$ cat config.mk
export PLATFORM = sky130hd
export DESIGN_NAME = date_string_validator
export DESIGN_NICKNAME = d
export VERILOG_FILES = /design/src/rtl/dsv_pkg.sv /design/src/rtl/date_string_validator.sv
export VERILOG_INCLUDE_DIRS = /design/src /design/src/rtl
export SDC_FILE = /design/constraint.sdc
export NUM_CORES = 1
export LEC_CHECK = 0
export BUFFER_PORTS_ARGS = -buffer_cell sky130_fd_sc_hd__buf_2
export CAP_MARGIN = 5
export CELL_PAD_IN_SITES_DETAIL_PLACEMENT = 0
export CELL_PAD_IN_SITES_GLOBAL_PLACEMENT = 1
export CORE_MARGIN = 10
export CORE_UTILIZATION = 40
export DETAILED_ROUTE_END_ITERATION = 16
export GPL_TIMING_DRIVEN = 0
export PLACE_DENSITY_LB_ADDON = 0.1
export SLEW_MARGIN = 15
export SYNTH_ARGS = -nofsm -noshare
export SYNTH_HDL_FRONTEND = slang
export SYNTH_SLANG_ARGS = --single-unit
$ cat constraint.sdc
create_clock -name clk -period 18.4 [get_ports clk]
set_clock_uncertainty 0.1 [all_clocks]
set_input_delay 1.84 -clock clk [delete_from_list [all_inputs] [get_ports clk]]
set_output_delay 1.84 -clock clk [all_outputs]
set_load 0.01 [all_outputs]
$ cat src/rtl/date_string_validator_macros.svh
// Assertion helpers for the date string validator.
// Each expects clk and rst in scope; checks are off while rst is high.
`ifndef DATE_STRING_VALIDATOR_MACROS_SVH
`define DATE_STRING_VALIDATOR_MACROS_SVH

// Same-cycle implication.
`define DSV_ASSERT_IMP(lbl, ante, cons) \
  lbl: assert property (@(posedge clk) disable iff (rst) (ante) |-> (cons)) \
    else $error("%m: check failed");

// Next-cycle implication.
`define DSV_ASSERT_NXT(lbl, ante, cons) \
  lbl: assert property (@(posedge clk) disable iff (rst) (ante) |=> (cons)) \
    else $error("%m: check failed");

`endif

$ cat src/rtl/dsv_pkg.sv
package dsv_pkg;

  // Verdict codes on the status port
  typedef enum logic [2:0] {
    ST_OK        = 3'd0,
    ST_DASH      = 3'd1,
    ST_EMPTY     = 3'd2,
    ST_NONDIGIT  = 3'd3,
    ST_BAD_MONTH = 3'd4,
    ST_BAD_DAY   = 3'd5
  } status_t;

  localparam logic [7:0] DASH_CHAR  = 8'h2D;
  localparam logic [7:0] DIGIT_LO   = 8'h30;
  localparam logic [7:0] DIGIT_HI   = 8'h39;
  localparam logic [3:0] MONTH_MAX  = 4'd12;
  localparam logic [3:0] MONTH_SAT  = 4'd13;
  localparam logic [5:0] DAY_SAT    = 6'd32;
  localparam logic [4:0] LEAP_FEB   = 5'd29;
  localparam logic [3:0] MONTH_FEB  = 4'd2;
  localparam logic [1:0] DASH_SAT   = 2'd3;
  localparam logic [1:0] DASH_GOOD  = 2'd2;
  localparam int unsigned YEAR_CYCLE = 400;
  // floor(v * YEAR_RECIP / 2^YEAR_SHIFT) undershoots v / 400 by at most one
  localparam logic [9:0]  YEAR_RECIP = 10'd655;
  localparam int unsigned YEAR_SHIFT = 18;

  typedef struct packed {
    logic [1:0] dash_count;
    logic [8:0] year_mod;
    logic [3:0] month_accum;
    logic [5:0] day_accum;
    logic [2:0] field_nonempty;
    logic [2:0] field_nondigit;
  } parse_state_t;

  // Days in a common year; codes outside 1..12 give zero
  function automatic logic [4:0] month_days(input logic [3:0] month);
    logic [4:0] days;
    begin
      case (month)
        4'd1, 4'd3, 4'd5, 4'd7, 4'd8, 4'd10, 4'd12: days = 5'd31;
        4'd4, 4'd6, 4'd9, 4'd11:                   days = 5'd30;
        4'd2:                                       days = 5'd28;
        default:                                    days = 5'd0;
      endcase
      return days;
    end
  endfunction

endpackage

$ cat src/rtl/date_string_validator.sv
// Date string validator: checks a year-month-day string, one character per word.
// Input channel: char_code and is_last with in_valid/in_ready. Output channel:
// status, month_value, day_value and leap_flag with out_valid/out_ready; one
// result word per string, issued for the word that carries is_last.
// The last character passes the input register, then the result register.
// Throughput: one character per cycle unless the receiver stalls, set by the input
// register feeding the per-character update and verdict logic that loads the result
// register. Characters that are not last update the parse state and give no result.
// When the receiver stalls, the result register holds and so does the input
// register; once a character waits there, in_ready drops until the result
// is taken.
// Reset clears the parse state and both valid flags; no word is in flight.
// After each result the parse state returns to empty for the next string.
`include "date_string_validator_macros.svh"

module date_string_validator (
  input  logic       clk,
  input  logic       rst,
  input  logic       in_valid,
  output logic       in_ready,
  input  logic [7:0] char_code,
  input  logic       is_last,
  output logic       out_valid,
  input  logic       out_ready,
  output logic [2:0] status,
  output logic [3:0] month_value,
  output logic [5:0] day_value,
  output logic       leap_flag
);

  // Input register
  logic       in_valid_r;
  logic [7:0] in_char;
  logic       in_last;

  dsv_pkg::parse_state_t pstate;
  dsv_pkg::parse_state_t pstate_next;
  dsv_pkg::parse_state_t upd;

  logic advance;
  logic fire;

  logic        is_dash;
  logic        is_digit;
  logic [3:0]  digit;
  logic [11:0] year_lin;
  logic [21:0] year_prod;
  logic [3:0]  year_quot;
  logic [11:0] year_rem;
  logic [7:0]  month_lin;
  logic [8:0]  day_lin;

  logic            leap;
  logic [4:0]      day_limit;
  dsv_pkg::status_t verdict;

  assign advance  = !out_valid || out_ready;
  assign fire     = in_valid_r && advance;
  assign in_ready = !in_valid_r || advance;

  // Hold or load the input register
  always_ff @(posedge clk) begin
    if (rst) begin
      in_valid_r <= 1'b0;
    end else if (in_valid && in_ready) begin
      in_valid_r <= 1'b1;
    end else if (advance) begin
      in_valid_r <= 1'b0;
    end
  end

  always_ff @(posedge clk) begin
    if (in_valid && in_ready) begin
      in_char <= char_code;
      in_last <= is_last;
    end
  end

  // Classify the character
  assign is_dash  = (in_char == dsv_pkg::DASH_CHAR);
  assign is_digit = (in_char >= dsv_pkg::DIGIT_LO) && (in_char <= dsv_pkg::DIGIT_HI);
  assign digit    = 4'(in_char - dsv_pkg::DIGIT_LO);

  // Year times ten plus digit, reduced mod 400 by reciprocal and one correction
  assign year_lin  = {pstate.year_mod, 3'b000} + {2'b00, pstate.year_mod, 1'b0}
                   + {8'd0, digit};
  assign year_prod = 22'(year_lin) * 22'(dsv_pkg::YEAR_RECIP);
  assign year_quot = year_prod[dsv_pkg::YEAR_SHIFT +: 4];

  always_comb begin
    year_rem = year_lin - 12'(year_quot * 12'(dsv_pkg::YEAR_CYCLE));
    if (year_rem >= 12'(dsv_pkg::YEAR_CYCLE)) begin
      year_rem = year_rem - 12'(dsv_pkg::YEAR_CYCLE);
    end
  end

  assign month_lin = {pstate.month_accum, 3'b000} + {3'b000, pstate.month_accum, 1'b0}
                   + {4'd0, digit};
  assign day_lin   = {pstate.day_accum, 3'b000} + {2'b00, pstate.day_accum, 1'b0}
                   + {5'd0, digit};

  // Apply one character to the parse state
  always_comb begin
    upd = pstate;
    if (is_dash) begin
      if (pstate.dash_count != dsv_pkg::DASH_SAT) begin
        upd.dash_count = pstate.dash_count + 2'd1;
      end
    end else if (pstate.dash_count != dsv_pkg::DASH_SAT) begin
      upd.field_nonempty[pstate.dash_count] = 1'b1;
      if (is_digit) begin
        case (pstate.dash_count)
          2'd0: upd.year_mod = year_rem[8:0];
          2'd1: upd.month_accum = (month_lin > 8'(dsv_pkg::MONTH_SAT))
                                ? dsv_pkg::MONTH_SAT : month_lin[3:0];
          default: upd.day_accum = (day_lin > 9'(dsv_pkg::DAY_SAT))
                                 ? dsv_pkg::DAY_SAT : day_lin[5:0];
        endcase
      end else begin
        upd.field_nondigit[pstate.dash_count] = 1'b1;
      end
    end
  end

  // Gregorian leap rule on the year mod 400
  assign leap = (upd.year_mod[1:0] == 2'b00) && (upd.year_mod != 9'd100)
             && (upd.year_mod != 9'd200) && (upd.year_mod != 9'd300);

  always_comb begin
    day_limit = dsv_pkg::month_days(upd.month_accum);
    if ((upd.month_accum == dsv_pkg::MONTH_FEB) && leap) begin
      day_limit = dsv_pkg::LEAP_FEB;
    end
  end

  // First failing check sets the verdict
  always_comb begin
    if (upd.dash_count != dsv_pkg::DASH_GOOD) begin
      verdict = dsv_pkg::ST_DASH;
    end else if (!upd.field_nonempty[0]) begin
      verdict = dsv_pkg::ST_EMPTY;
    end else if (upd.field_nondigit[0]) begin
      verdict = dsv_pkg::ST_NONDIGIT;
    end else if (!upd.field_nonempty[1]) begin
      verdict = dsv_pkg::ST_EMPTY;
    end else if (upd.field_nondigit[1]) begin
      verdict = dsv_pkg::ST_NONDIGIT;
    end else if ((upd.month_accum == 4'd0) || (upd.month_accum > dsv_pkg::MONTH_MAX)) begin
      verdict = dsv_pkg::ST_BAD_MONTH;
    end else if (!upd.field_nonempty[2]) begin
      verdict = dsv_pkg::ST_EMPTY;
    end else if (upd.field_nondigit[2]) begin
      verdict = dsv_pkg::ST_NONDIGIT;
    end else if ((upd.day_accum == 6'd0) || (upd.day_accum > {1'b0, day_limit})) begin
      verdict = dsv_pkg::ST_BAD_DAY;
    end else begin
      verdict = dsv_pkg::ST_OK;
    end
  end

  // Advance the parse state; drop it after the last character
  always_comb begin
    pstate_next = pstate;
    if (fire) begin
      pstate_next = in_last ? '0 : upd;
    end
  end

  always_ff @(posedge clk) begin
    if (rst) begin
      pstate <= '0;
    end else begin
      pstate <= pstate_next;
    end
  end

  // Result register
  always_ff @(posedge clk) begin
    if (rst) begin
      out_valid <= 1'b0;
    end else if (fire && in_last) begin
      out_valid <= 1'b1;
    end else if (out_ready) begin
      out_valid <= 1'b0;
    end
  end

  always_ff @(posedge clk) begin
    if (fire && in_last) begin
      status      <= verdict;
      month_value <= upd.month_accum;
      day_value   <= upd.day_accum;
      leap_flag   <= leap;
    end
  end

  // Checks
  `DSV_ASSERT_IMP(a_ok_in_range, out_valid && (status == dsv_pkg::ST_OK),
    (month_value != 4'd0) && (month_value <= dsv_pkg::MONTH_MAX) &&
    (day_value != 6'd0) && (day_value <= 6'd31))
  `DSV_ASSERT_NXT(a_clear_after_last, fire && in_last,
    (pstate.dash_count == 2'd0) && (pstate.field_nonempty == 3'd0) &&
    (pstate.field_nondigit == 3'd0))
  `DSV_ASSERT_IMP(a_stall_cause, !in_ready,
    in_valid_r && out_valid && !out_ready)
  `DSV_ASSERT_IMP(a_year_range, 1'b1,
    pstate.year_mod < 9'(dsv_pkg::YEAR_CYCLE))

endmodule

# Yosys cells after proc, flatten, opt, wreduce, memory -nomap -nowiden
# Memory sizes are Yosys's and may differ from the RTL's.
# Index checks and enable logic that the tools add are counted.
[classes]
n_addsub = 10
multipliers = 2
div_mod_pow = 0
order_cmp = 9
eq_ne = 8
shift = 0
mux = 28
bitwise_logic = 4
n_reduce_logical = 23
[op_table]
columns = ["operator", "count"]
rows = [
  ["2-to-1 mux 25 bit", 2],
  ["2-to-1 mux 27 bit", 1],
  ["multiplier 12 x 10 -> 22 bit, second input constant", 1],
  ["2-to-1 mux 19 bit", 1],
  ["2-to-1 mux 9 bit", 2],
  ["2-to-1 mux 3 bit", 5],
  ["adder 12 x 10 -> 12 bit", 1],
  ["adder 12 x 4 -> 12 bit", 1],
  ["greater-or-equal comparator 12 x 9 -> 1 bit, second input constant", 1],
  ["2-to-1 mux 2 bit", 6],
  ["2-to-1 mux 6 bit", 2],
  ["subtractor 12 bit", 1],
  ["adder 9 x 4 -> 9 bit", 1],
  ["adder 9 x 7 -> 9 bit", 1],
  ["> comparator 9 x 6 -> 1 bit, second input constant", 1],
  ["logical AND 1 bit", 9],
  ["inequality test 9 x 7 -> 1 bit, second input constant", 1],
  ["inequality test 9 x 8 -> 1 bit, second input constant", 1],
  ["inequality test 9 bit, second input constant", 1],
  ["subtractor 9 bit, second input constant", 1],
  ["adder 7 x 5 -> 8 bit", 1],
  ["adder 8 x 4 -> 8 bit", 1],
  ["== test 8 x 6 -> 1 bit, second input constant", 1],
  ["greater-or-equal comparator 8 x 6 -> 1 bit, second input constant", 1],
  ["26 further kinds", 40],
]
[word_totals]
regBits = 52
latch_bits = 0
ram_bits = 0
rom_bits = 80
in_bits = 13
output_inout_bits = 16
wordCells = 100
memories = 1
[memory_table]
columns = ["name", "depth", "width", "rd", "rd_clocked_by_memory_dff", "wr", "line", "rtl"]
rows = [
  ["(name not given)", 16, 5, 1, 0, 0, "dsv_pkg.sv:41", "case (month)"],
]

# Depth between registers and ports, before layout
[depth]
depth_word = 27
mapped_depth = 55
ltp_nobuf = 54

# Least setup slack after synthesis
# OpenSTA, ideal clock, no wires.
[synth_timing]
kind = "register to register"
startpoint = "register in_char[3]"
endpoint = "register status[0] (data pin)"
setup_ns = 0.278
arrival_time_ns = 11.475
t_required_ns = 18.022
path_slack_ns = 6.548
stages_incl_launch_ff = 56
synth_period_minus_slack_ns = 11.852
cell_sequence = "edfxtp_1 > fa_1 > ha_1 > a21o_1 > a311oi_1 > nor2b_1 > nor2_1 > o21ai_0 > a21oi_1 > xnor2_1 > xnor2_1 > ha_1 > ha_1 > inv_1 > fa_1 > inv_1 > fa_1 > inv_1 > (+20 left out) > o311ai_1 > nor4_4 > nand2_4 > a221o_1 > and4_4 > o221a_2 > o41ai_2 > ha_1 > nor2b_1 > o21a_1 > o21ai_0 > nand2b_1 > a21oi_1 > a31oi_1 > nor2_1 > o41ai_1 > a211oi_1 > o41ai_1"
[synth_via]
elab_chain_cells = 27
word_cells_on_any_way = 52
[synth_rtl]
columns = ["item", "line", "rtl"]
rows = [
  ["start: declaration", "date_string_validator.sv:33", "logic [7:0] in_char;"],
  ["start signal: assignment", "date_string_validator.sv:74", "in_char <= char_code;"],
  ["subtractor 4 x 1 -> 4 bit", "date_string_validator.sv:82", "assign digit = 4'(in_char - dsv_pkg::DIGIT_LO);"],
  ["adder 12 x 4 -> 12 bit", "date_string_validator.sv:86", "+ {8'd0, digit};"],
  ["multiplier 12 x 10 -> 22 bit", "date_string_validator.sv:87", "assign year_prod = 22'(year_lin) * 22'(dsv_pkg::YEAR_RECIP);"],
  ["multiplier 4 x 5 -> 8 bit", "date_string_validator.sv:91", "year_rem = year_lin - 12'(year_quot * 12'(dsv_pkg::YEAR_CYCLE));"],
  ["subtractor 12 bit", "date_string_validator.sv:91", ""],
  ["greater-or-equal comparator 12 x 9 -> 1 bit or subtractor 9 bit (tied branches)", "date_string_validator.sv:92, date_string_validator.sv:93", ""],
  ["2-to-1 mux 9 bit", "date_string_validator.sv:92", "if (year_rem >= 12'(dsv_pkg::YEAR_CYCLE)) begin"],
  ["2-to-1 mux 9 bit", "date_string_validator.sv:112", "case (pstate.dash_count)"],
  ["(+11 left out)", "--", ""],
  ["2-to-1 mux 3 bit", "date_string_validator.sv:154", "end else if ((upd.day_accum == 6'd0) || (upd.day_accum > {1'b0, day_limit})) begin"],
  ["2-to-1 mux 3 bit", "date_string_validator.sv:152", "end else if (upd.field_nondigit[2]) begin"],
  ["2-to-1 mux 3 bit", "date_string_validator.sv:150", "end else if (!upd.field_nonempty[2]) begin"],
  ["2-to-1 mux 3 bit", "date_string_validator.sv:148", "end else if ((upd.month_accum == 4'd0) || (upd.month_accum > dsv_pkg::MONTH_MAX)) begin"],
  ["2-to-1 mux 2 bit", "date_string_validator.sv:146", "end else if (upd.field_nondigit[1]) begin"],
  ["2-to-1 mux 2 bit", "date_string_validator.sv:144", "end else if (!upd.field_nonempty[1]) begin"],
  ["2-to-1 mux 2 bit", "date_string_validator.sv:142", "end else if (upd.field_nondigit[0]) begin"],
  ["2-to-1 mux 2 bit", "date_string_validator.sv:140", "end else if (!upd.field_nonempty[0]) begin"],
  ["end signal: assignment", "date_string_validator.sv:190", "status <= verdict;"],
  ["end: declaration", "date_string_validator.sv:25", "output logic [2:0] status,"],
]
# Several ways; a longest one is shown, not always the timed one.
# A chain may end at the register's enable or synchronous reset.

# Worst setup path in the final report
# Same ends and word-level chain as after synthesis.

==> impl_metrics.env <==
export IMPL_met2RoutedLength_mm=5.91
export IMPL_regToRegSetupSlack_ps=4590
export IMPL_final_min_clock_period_ps=13810
export IMPL_endpoint_kind="flip-flop"
export IMPL_yosys_warnings=0
export IMPL_floorplan_die_height_um=146
export IMPL_die_area_mm2=0.0212
export IMPL_clock_fmax_mhz=72.4
export IMPL_yosysSeqAreaShare_pct=20.2
export IMPL_via_count=4831
export IMPL_wl_met1_mm=7.29
export IMPL_antenna_found_initial=0
export IMPL_top_layer="met4"
export IMPL_pin_count_of_the_biggest_net_entering_global_routing=16
export IMPL_timing_worst_setup_path_type="reg -> reg"
export IMPL_coreArea_mm2=0.0153
export IMPL_initial_core_utilization_pct=41.2
export IMPL_reg2reg_from="in_char[3]"
export IMPL_globalplace_congestion=0.823
export IMPL_cts_hold_repair_buffers=0
export IMPL_slew_headroom_pct=23.0
export IMPL_first_global_vias=4743
export IMPL_max_cap_violations=0
export IMPL_synth_seq_cells=52
export IMPL_setup_viol=0
export IMPL_startpoint_type="flip-flop"
export IMPL_drive_above_1_share_pct=8.46
export IMPL_hpwlAfterDp_mm=11.7
export IMPL_synth_area_per_cell_um2=9.53
export IMPL_cellLeakagePower_nw=3.60
export IMPL_cp_endpoint="status[0]"
export IMPL_critical_path_slowest_cell="sky130_fd_sc_hd__edfxtp_1"
export IMPL_cts_root_buf="sky130_fd_sc_hd__clkbuf_16"
export IMPL_worst_slew_pin_slew_ps=1150
export IMPL_clk_latency_ps=290
export IMPL_most_common_layout_cells="sky130_fd_sc_hd__ha_1, sky130_fd_sc_hd__inv_1, sky130_fd_sc_hd__nor2_1, sky130_fd_sc_hd__fa_1, sky130_fd_sc_hd__a21oi_1"
export IMPL_gr_total_overflow=0
export IMPL_worst_ep_required_time_ps=18300
export IMPL_tritoncts_num_sinks=52
export IMPL_synthArstFlopShare_pct=0
export IMPL_hold_class="reg -> reg"
export IMPL_design_portCount=29
export IMPL_power_ir_vdd_worst_mv=0.0376
export IMPL_clock_pin_transition_on_the_worst_setup_and_hold_timing_paths_ps=70
export IMPL_clock_tree_from_tritoncts="built"
export IMPL_synth_edff_count=23
export IMPL_post_cts_setup_buffers=0
export IMPL_synthToLayoutAreaGrowth_pct=9.15
export IMPL_num_fill_cells=1519
export IMPL_nNetsFinal=886
export IMPL_met3RoutedLength_um=578
export IMPL_htree_num_levels=2
export IMPL_clock_path_buffers=2
export IMPL_wl_mm=13.8
export IMPL_synthesis_area_mm2=0.00630
export IMPL_synth_distinct_cells=70
export IMPL_max_stage_delay_ps=620
export IMPL_ant_nets=0
export IMPL_rr_worst_depth=51
export IMPL_detailedRoute_firstIterationViolations=226
export IMPL_launch_point_of_the_critical_path="in_char[3]"
export IMPL_setup_tns_ps=0
export IMPL_net_count_synth=851
export IMPL_number_of_max_slew_violations_in_the_final_report=0
export IMPL_post_route_drc_count=0
export IMPL_seq_area_mm2=0.00127
export IMPL_rsz0062_at_grt="no"
export IMPL_routed_via_density=5.32
export IMPL_chip_width_um=146
export IMPL_critPathMostFrequentCell="sky130_fd_sc_hd__ha_1"
export IMPL_outcome="finished clean"
export IMPL_multiInputGateArea_mm2=0.00466
export IMPL_fin_crit_sh_pct=75.1
export IMPL_antenna_cells=0
export IMPL_report_final_hold_viol_count=0
export IMPL_firstDrtPassIters=5
export IMPL_fin_hold_ws_ps=397
export IMPL_cts_buffers_inserted=5
export IMPL_number_of_instances_resized_during_post_cts_repair=0
export IMPL_io_buffers=28
export IMPL_grt_first_pass_wirelength_mm=23.9
export IMPL_post_drt_wl_per_cell_um=15.2
export IMPL_layout_commonest_cell="sky130_fd_sc_hd__ha_1"
export IMPL_netlist_instances=661
export IMPL_finalCoreUtilization_pct=44.9
export IMPL_grt_total_usage_pct=13.3
export IMPL_timing_critical_path_arrival_ps=13710
export IMPL_synth_main_ff_cell="sky130_fd_sc_hd__dfxtp_1"
export IMPL_crit_path_max_fanout=10
export IMPL_placementRows=45
export IMPL_powerDensity_mw_per_mm2=40.7
export IMPL_endpoint_of_the_worst_register_to_register_path="status[0]"
-- flip-flops by register name, indices dropped and copies added, names as in the netlist --
name,count
day_value,6
in_char,8
in_last,1
out_valid,1
leap_flag,1
in_valid_r,1
pstate,27
month_value,4
status,3
-- final cells by class --
| cell class | instances | share of cell area, % |
|---|---|---|
| buffer | 15 | 1.05 |
| clock buffer | 6 | 2.02 |
| clock inverter | 2 | 0.491 |
| inverter | 80 | 4.40 |
| multi-input combinational | 514 | 67.7 |
| sequential | 52 | 18.5 |
| tap | 211 | 3.84 |
| timing repair buffer | 28 | 2.04 |
-- worst max-delay path, delay by kind of cell, from the launching register on --
kind	cells	cell delay (ps)
buffers and inverters	4	640
adder cells (fa/ha/maj)	13	4740
XOR/XNOR	2	740
AND/OR/NAND/NOR	13	2430
AO/OA/AOI/OAI	18	3950
flip-flops	1	620
multiplexers	1	270
-- through the flow --
step	std cells	power [W]	instance area (µm²)	setup slack [ps]
2_1_floorplan	661	0.000163	6300	6550
3_3_place_gp	900	0.000176	6710	4700
3_5_place_dp	900	0.000177	6710	4510
4_1_cts	908	0.000284	6880	4450
5_1_grt	908	0.000298	6880	3390
6_report	908	0.000280	6880	4590
-- power by group --
part	internal (W)	switching, W
Clock	0.0000674	0.0000394
Sequential	0.000123	0.00000249
Combinational	0.0000195	0.0000282
-- worst min path at each step --
stage | startpoint | end | cells past startpoint
after floorplan | pstate[3] | pstate[3] | 2
after global placement | pstate[2] | pstate[2] | 2
after detailed placement | pstate[5] | pstate[5] | 2
after CTS | pstate[5] | pstate[5] | 2
after global routing | pstate[3] | pstate[3] | 2
final | pstate[0] | pstate[0] | 2
-- layer usage --
layer / up-vias / global-route usage [%]
met4: 0 / 1.26
li1: 2444 / -
met5: - / 0
met1: 2288 / 19.6
met3: 2 / 2.30
met2: 97 / 20.4
-- synthesized netlist by cell type, drive strengths merged, types with 3 or more instances --
cell type / number / area (µm²)
xor2: 10 / 95.1
o21a: 4 / 30.0
or2: 4 / 25.0
nand2b: 10 / 62.6
nand2: 20 / 82.6
and2: 6 / 37.5
o21ai: 14 / 70.1
edfxtp: 23 / 691
dfxtp: 29 / 581
ha: 142 / 1780
xnor2: 22 / 200
or3: 4 / 26.3
a22oi: 22 / 165
nand3: 9 / 45.0
nor2: 59 / 221
o211ai: 3 / 27.5
o2111ai: 3 / 26.3
inv: 80 / 303
o41ai: 4 / 42.6
a21oi: 35 / 179
a21o: 18 / 135
nor3b: 4 / 30.0
a211oi: 8 / 60.1
fa: 35 / 701
a31oi: 12 / 75.1
nor4: 6 / 52.6
clkbuf: 12 / 45.0
nor2b: 8 / 50.1
buf: 3 / 27.5
and3: 3 / 18.8
a22o: 5 / 43.8
a221oi: 4 / 35.0
nor3: 10 / 50.1
-- logic make-up after synthesis --
family	count (synthesis)	synth area share (%)
DFF	52	20.2
muxes	1	0.179
adders and majority gates	177	39.3
and+or+nand+nor	151	12.2
xor gates and xnor gates	33	5.04
AOI/OAI and AO/OA	152	17.1
buffers and inverters	95	5.96
No activity file was read; power rests on OpenSTA's default activity.
